--- config.mk ---
export PLATFORM = sky130hd
export DESIGN_NAME = pot_back
export DESIGN_NICKNAME = d
export VERILOG_FILES = /design/src/rtl/core/pot_pkg.sv /design/src/rtl/core/pot_back.sv
export SDC_FILE = /design/constraint.sdc
export NUM_CORES = 2
export LEC_CHECK = 0
export ABC_AREA = 1
export BUFFER_PORTS_ARGS = -buffer_cell sky130_fd_sc_hd__buf_2
export CORE_ASPECT_RATIO = 1.1
export CORE_UTILIZATION = 30
export DETAILED_ROUTE_END_ITERATION = 8
export SLEW_MARGIN = 20
export SYNTH_ARGS = -nofsm -noshare
export SYNTH_HDL_FRONTEND = slang
export SYNTH_SLANG_ARGS = --single-unit
export TNS_END_PERCENT = 20
--- constraint.sdc ---
create_clock -name clk -period 8.9 [get_ports clk]
set_input_delay 2.67 -clock clk [delete_from_list [all_inputs] [get_ports clk]]
set_output_delay 2.67 -clock clk [all_outputs]
set_load 0.01 [all_outputs]
--- src/rtl/core/pot_pkg.sv ---
`default_nettype none
package pot_pkg;

  // coordinate format
  localparam int COORD_BITS = 16;
  localparam int AXES       = 3;
  localparam int PACK_W     = 48;
  localparam int RAD_W      = 16;

  // datapath widths
  localparam int MAG_W = COORD_BITS + 1;
  localparam int SQ_W  = 2 * MAG_W;
  localparam int SUM_W = SQ_W + 2;

  // shape kinds
  localparam logic [1:0] KIND_SPHERE  = 2'd0;
  localparam logic [1:0] KIND_AABB    = 2'd1;
  localparam logic [1:0] KIND_OBB     = 2'd2;
  localparam logic [1:0] KIND_INVALID = 2'd3;

  // result status codes
  localparam logic [1:0] STATUS_TESTED      = 2'd0;
  localparam logic [1:0] STATUS_UNSUPPORTED = 2'd1;
  localparam logic [1:0] STATUS_INVALID     = 2'd2;

  // pair test selected by the front
  localparam logic [1:0] MODE_NONE = 2'd0;
  localparam logic [1:0] MODE_SS   = 2'd1;
  localparam logic [1:0] MODE_SB   = 2'd2;
  localparam logic [1:0] MODE_BB   = 2'd3;

  // front to back queue
  localparam int QUEUE_DEPTH = 4;
  localparam int QUEUE_PTR_W = 2;
  localparam int QUEUE_CNT_W = 3;

  typedef struct packed {
    logic [1:0]        type_a;
    logic [1:0]        type_b;
    logic [PACK_W-1:0] pos_a;
    logic [PACK_W-1:0] pos_b;
    logic [PACK_W-1:0] min_a;
    logic [PACK_W-1:0] max_a;
    logic [RAD_W-1:0]  radius_a;
    logic [PACK_W-1:0] min_b;
    logic [PACK_W-1:0] max_b;
    logic [RAD_W-1:0]  radius_b;
  } item_t;

  typedef struct packed {
    logic       hit;
    logic [1:0] status;
  } result_t;

  // classified pair: shape 0 is the sphere for a sphere-box pair
  typedef struct packed {
    logic [1:0]        status;
    logic [1:0]        mode;
    logic [PACK_W-1:0] p0;
    logic [RAD_W-1:0]  r0;
    logic [PACK_W-1:0] mn0;
    logic [PACK_W-1:0] mx0;
    logic [PACK_W-1:0] p1;
    logic [RAD_W-1:0]  r1;
    logic [PACK_W-1:0] mn1;
    logic [PACK_W-1:0] mx1;
  } entry_t;

endpackage
`default_nettype wire

--- src/rtl/core/pot_back.sv ---
`default_nettype none
module pot_back (
  input  logic             clk,
  input  logic             rst,
  input  logic             entry_valid,
  output logic             entry_ready,
  input  pot_pkg::entry_t  entry,
  output logic             result_valid,
  input  logic             result_ready,
  output pot_pkg::result_t result
);

  localparam int CB = pot_pkg::COORD_BITS;

  function automatic logic signed [CB:0] lane(input logic [pot_pkg::PACK_W-1:0] v,
                                               input int k);
    logic signed [CB-1:0] l;
    l = $signed(v[k*CB +: CB]);
    return (CB+1)'(l);
  endfunction

  // magnitude of a difference; its value always fits CB+1 bits
  function automatic logic [pot_pkg::MAG_W-1:0] mag(input logic signed [CB+1:0] d);
    logic [CB+1:0] m;
    m = d[CB+1] ? $unsigned(-d) : $unsigned(d);
    return m[pot_pkg::MAG_W-1:0];
  endfunction

  // stage 1: per-axis deltas and box interval checks
  logic                          s1_valid;
  logic [pot_pkg::MAG_W-1:0]     s1_mag [pot_pkg::AXES];
  logic [pot_pkg::MAG_W-1:0]     s1_rad;
  logic                          s1_ov;
  logic [1:0]                    s1_mode;
  logic [1:0]                    s1_status;

  // stage 2: squares
  logic                          s2_valid;
  logic [pot_pkg::SQ_W-1:0]      s2_sq [pot_pkg::AXES];
  logic [pot_pkg::SQ_W-1:0]      s2_rsq;
  logic                          s2_ov;
  logic [1:0]                    s2_mode;
  logic [1:0]                    s2_status;

  logic                          out_adv;
  logic                          s2_adv;
  logic                          s1_adv;

  logic [pot_pkg::MAG_W-1:0]     mag_next [pot_pkg::AXES];
  logic [pot_pkg::MAG_W-1:0]     rad_next;
  logic                          ov_next;
  logic [pot_pkg::SUM_W-1:0]     d2;
  logic                          hit_next;

  assign out_adv     = !result_valid || result_ready;
  assign s2_adv      = !s2_valid || out_adv;
  assign s1_adv      = !s1_valid || s2_adv;
  assign entry_ready = s1_adv;

  always_comb begin
    logic signed [CB:0]   c;
    logic signed [CB:0]   b;
    logic signed [CB:0]   lo;
    logic signed [CB:0]   hi;
    logic signed [CB:0]   a_lo;
    logic signed [CB:0]   a_hi;
    logic signed [CB:0]   q;
    logic signed [CB+1:0] d;
    ov_next = 1'b1;
    for (int k = 0; k < pot_pkg::AXES; k++) begin
      c    = lane(entry.p0, k);
      b    = lane(entry.p1, k);
      lo   = lane(entry.mn1, k) + b;
      hi   = lane(entry.mx1, k) + b;
      a_lo = lane(entry.mn0, k) + c;
      a_hi = lane(entry.mx0, k) + c;
      // clamp to min first, then max, so an inverted box ends on its max
      q = c;
      if (q < lo) q = lo;
      if (q > hi) q = hi;
      if (entry.mode == pot_pkg::MODE_SS) begin
        d = (CB+2)'(c) - (CB+2)'(b);
      end else begin
        d = (CB+2)'(q) - (CB+2)'(c);
      end
      mag_next[k] = mag(d);
      if (a_lo > hi || a_hi < lo) begin
        ov_next = 1'b0;
      end
    end
    if (entry.mode == pot_pkg::MODE_SS) begin
      rad_next = pot_pkg::MAG_W'(entry.r0) + pot_pkg::MAG_W'(entry.r1);
    end else begin
      rad_next = pot_pkg::MAG_W'(entry.r0);
    end
  end

  always_comb begin
    d2 = pot_pkg::SUM_W'(s2_sq[0]) + pot_pkg::SUM_W'(s2_sq[1])
       + pot_pkg::SUM_W'(s2_sq[2]);
    if (s2_status != pot_pkg::STATUS_TESTED) begin
      hit_next = 1'b0;
    end else if (s2_mode == pot_pkg::MODE_BB) begin
      hit_next = s2_ov;
    end else begin
      hit_next = (d2 <= pot_pkg::SUM_W'(s2_rsq));
    end
  end

  always_ff @(posedge clk) begin
    if (rst) begin
      s1_valid     <= 1'b0;
      s2_valid     <= 1'b0;
      result_valid <= 1'b0;
    end else begin
      if (s1_adv) begin
        s1_valid <= entry_valid;
      end
      if (s2_adv) begin
        s2_valid <= s1_valid;
      end
      if (out_adv) begin
        result_valid <= s2_valid;
      end
    end
  end

  always_ff @(posedge clk) begin
    if (s1_adv) begin
      s1_mag    <= mag_next;
      s1_rad    <= rad_next;
      s1_ov     <= ov_next;
      s1_mode   <= entry.mode;
      s1_status <= entry.status;
    end
    if (s2_adv) begin
      for (int k = 0; k < pot_pkg::AXES; k++) begin
        s2_sq[k] <= pot_pkg::SQ_W'(s1_mag[k]) * pot_pkg::SQ_W'(s1_mag[k]);
      end
      s2_rsq    <= pot_pkg::SQ_W'(s1_rad) * pot_pkg::SQ_W'(s1_rad);
      s2_ov     <= s1_ov;
      s2_mode   <= s1_mode;
      s2_status <= s1_status;
    end
    if (out_adv) begin
      result.hit    <= hit_next;
      result.status <= s2_status;
    end
  end

endmodule
`default_nettype wire

==> results.rst <==
.. list-table::
   :header-rows: 1

   * - Metric
     - Value
   * - Outcome
     - finished clean
   * - Warnings from Yosys
     - 0
   * - Maximum level of the CTS H-tree
     - 1
   * - Vias per Instance
     - 4.55
   * - Worst Max-Slew Pin Slew
     - 1140 ps
   * - Area share of the largest cell type after synthesis
     - 25.0%
   * - Cts bufs inserted
     - 26
   * - Cell depth of the worst hold path
     - 0
   * - Largest net degree at the start of global routing
     - 56
   * - DRC violation total after the first TritonRoute iteration
     - 2739
   * - End point of the critical path
     - s1_mag[35]
   * - Fill cell instance count of the final layout
     - 23100
   * - Category of the critical setup timing path
     - in2reg
   * - Total of endpoints with negative setup slack in the final report
     - 0
   * - GRT Total Usage
     - 16.4%
   * - Vias in the first global route
     - 58400
   * - Clock transition at the registers of the reported paths
     - 60 ps
   * - Final hold slack
     - 417 ps
   * - Average cell area after synthesis
     - 7.53 um^2
   * - Reg2Reg Capture Point
     - s2_sq[0][65]
   * - Dominant cell type by area after synthesis
     - fa_1
   * - GR Layer Usage met3
     - 1.47%
   * - Chip Width
     - 450 um
   * - Timing startpoint of the critical path
     - entry[112]
   * - Predominant post-synthesis flop cell
     - edfxtp_1
   * - Master cell of the clock root buffer
     - clkbuf_16
   * - Number of port buffers
     - 332
   * - Max_cap viols
     - 0
   * - DR pass1 iterations
     - 6
   * - Post-route clock skew
     - 44.2 ps
   * - Commonest cells after routing, fill and taps aside
     - 2093 x inv_1, 1798 x nand2_1, 943 x ha_1
   * - Layout net count
     - 11800
   * - Vert. Die Dim
     - 494 um
   * - Number of cell rows
     - 180
   * - Count of hold-fix buffers inserted at cts
     - 0
   * - Cell Area, Synth
     - 66100 um^2
   * - Worst rel slew slack
     - 23.0%
   * - Longest Clk Path Bufs
     - 3
   * - Fin crit period
     - 8880 ps
   * - CTS sink count
     - 216
   * - Number of enable-type register cells in the synthesized netlist
     - 213
   * - Asr flop ratio synth
     - 0%
   * - Library cell appearing most often on the critical path
     - nand2_1
   * - Cell variety after synth
     - 65
   * - Area Growth Syn to Fin
     - 18.5%
   * - Number of flip-flops and latches in the synthesized netlist
     - 216
   * - Detailed-route wire length
     - 184000 um
   * - # IOs
     - 333
   * - Share of synthesized area occupied by flip-flops and latches
     - 9.77%
   * - R2R setup slack
     - 2300 ps
   * - Die Area
     - 222000 um^2
   * - Global-route wire length before repair
     - 296000 um
   * - WP data arrival
     - 9230 ps
   * - Average wire per cell in the routed design
     - 14.6 um
   * - CTS tree
     - yes
   * - Type of element capturing the critical path
     - register
   * - Leading cell type in the layout, fill and taps excluded
     - inv_1
   * - GRT met1 Usage
     - 20.1%
   * - Mapped Cells
     - 8781
   * - Fraction of final layout cells sized beyond drive strength 1
     - 14.7%
   * - Path class of the lowest-slack min-delay path
     - reg2reg
   * - Total gr overflow
     - 0
   * - Share of the clock period used by the worst path after layout
     - 99.8%
   * - Area of all placed cells without fillers
     - 78300 um^2
   * - Initial cell density of the core
     - 30.2%
   * - Slowest Stage Delay on Critical Path
     - 370 ps
   * - Critical-path maximum fanout
     - 15
   * - Core ar.
     - 219000 um^2
   * - Global routing's busiest layer
     - met2
   * - Initial antenna violation count
     - 21
   * - Worst r2r src
     - s1_mag[21]
   * - Maximum clock frequency
     - 113 MHz
   * - Worst Reg-to-Reg Cells
     - 20
   * - Detailed placer's ending HPWL
     - 160000 um
   * - Number of nets with antenna violations after routing
     - 0
   * - Required arrival time at the worst endpoint
     - 9250 ps
   * - CP max stage cell
     - fa_2
   * - Cells taking the most area after synthesis
     - fa_1 25%, ha_1 19%, inv_1 12%
   * - Met2 routing resource usage after global routing
     - 30.3%
   * - Via count of the routed design
     - 57000
   * - Final Wtd Congestion
     - 0.936
   * - Final hold vios
     - 0
   * - Unrepaired setup endpoints after global routing
     - true
   * - Startpoint kind of the worst setup timing path
     - input pin
   * - Cell area reported after detailed placement
     - 75700 um^2
   * - Final routed DRC violation total
     - 0
   * - Number of slew-limit violations in the final report
     - 0
   * - Latest clock arrival within the worst-skew pair
     - 640 ps
[synthesized netlist by cell type (4+ instances only)]
master and count:
xor2_1 259, a31oi_1 39, nor2_4 4, nor2_2 10, buf_6 5, a21oi_2 4, a21o_1 26, buf_2 13
nand3b_1 23, ha_1 995, buf_1 5, xnor2_1 136, o211ai_1 18, a22oi_1 7, o21a_1 31, nand4_1 75
clkbuf_1 144, nand2_1 1880, edfxtp_1 213, a21oi_1 584, nor2_1 393, a21boi_0 18, nand3_1 391, a211oi_1 9
nor3_1 59, nand2_4 5, o21ai_1 21, inv_1 2111, or2_2 29, a221oi_1 4, o21bai_1 36, o2111ai_1 7
nor4_1 20, buf_4 5, and2_1 44, fa_1 824, nand3_2 6, o221ai_1 9, nand2_2 25, o31ai_1 12
o21ai_0 246
[sequential cells by signal, summed over array words and instances, names as in the netlist]
register,cells
s1_ov,1
s1_mag,51
s2_sq,99
s1_mode,2
s2_rsq,33
s1_valid,1
s1_rad,17
result_valid,1
result,3
s2_valid,1
s2_mode,2
s1_status,2
s2_status,2
s2_ov,1
[worst max-delay path, delay by kind of cell]
family | cells | cell delay, ps
buf+inv | 8 | 950
xor+xnor | 1 | 80
compound gates | 10 | 1540
fa+ha+maj | 5 | 1420
simple gates | 23 | 2530
[per-layer routing]
metal  up-vias  part of all wire (%)
met2      1039                    50
met5         -                 0.095
met3       262                   3.6
met4        26                   3.4
met1     26700                    43
li1      29100                     -
[logic make-up after synthesis]
group	count (synthesis)	synth area share (%)
xor+xnor	395	5.23
compound gates	1084	9.09
simple gates	2978	19.0
fa+ha+maj	1819	43.8
buf+inv	2287	13.1
flops	216	9.77
other cells	2	0.0114
[worst min-delay path by stage]
stage               start  slack (ps)          to
2_1_floorplan  s1_mode[0]         400  s2_mode[0]
3_3_place_gp   s1_mode[0]         400  s2_mode[0]
3_5_place_dp   s1_mode[1]         400  s2_mode[1]
4_1_cts        s1_mode[1]         420  s2_mode[1]
5_1_grt        s1_mode[0]         440  s2_mode[0]
6_report       s1_mode[1]         420  s2_mode[1]
[metrics by stage]
stage / setup TNS, ps / util, % / worst slack, ps / cells
2_1_floorplan: -857 / - / -112 / 8782
3_5_place_dp: -29200 / 34.6 / -726 / 12500
4_1_cts: 0 / 35.0 / 15.9 / 12500
5_1_grt: -18210 / 35.8 / -543 / 12500
6_report: 0 / 35.8 / 21.3 / 12500
3_3_place_gp: -25700 / 34.6 / -674 / 12500
[cell type report]
type                       count  area, um^2  area share [%]
antenna                        4        10.0          0.0128
clock buffer                  26         651           0.830
clock inverter                22         273           0.348
inverter                    2114        7950            10.2
multi-input combinational   6284       52800            67.4
sequential                   216        6460            8.24
tap                         2912        3640            4.65
timing repair buffer         962        6510            8.31
timing repair inverter         1        11.3          0.0144
[timing repair]
item                                    4_1_cts  5_1_grt
endpoints found under the setup margin        9       48
resized for setup                             5      331
setup buffers                                 1       29
pin swaps                                     2      123
cloned                                        0        6
Power is left out: the tool's default activity adds up to more than one toggle a clock period on the data nets, which glitch-free logic cannot reach.
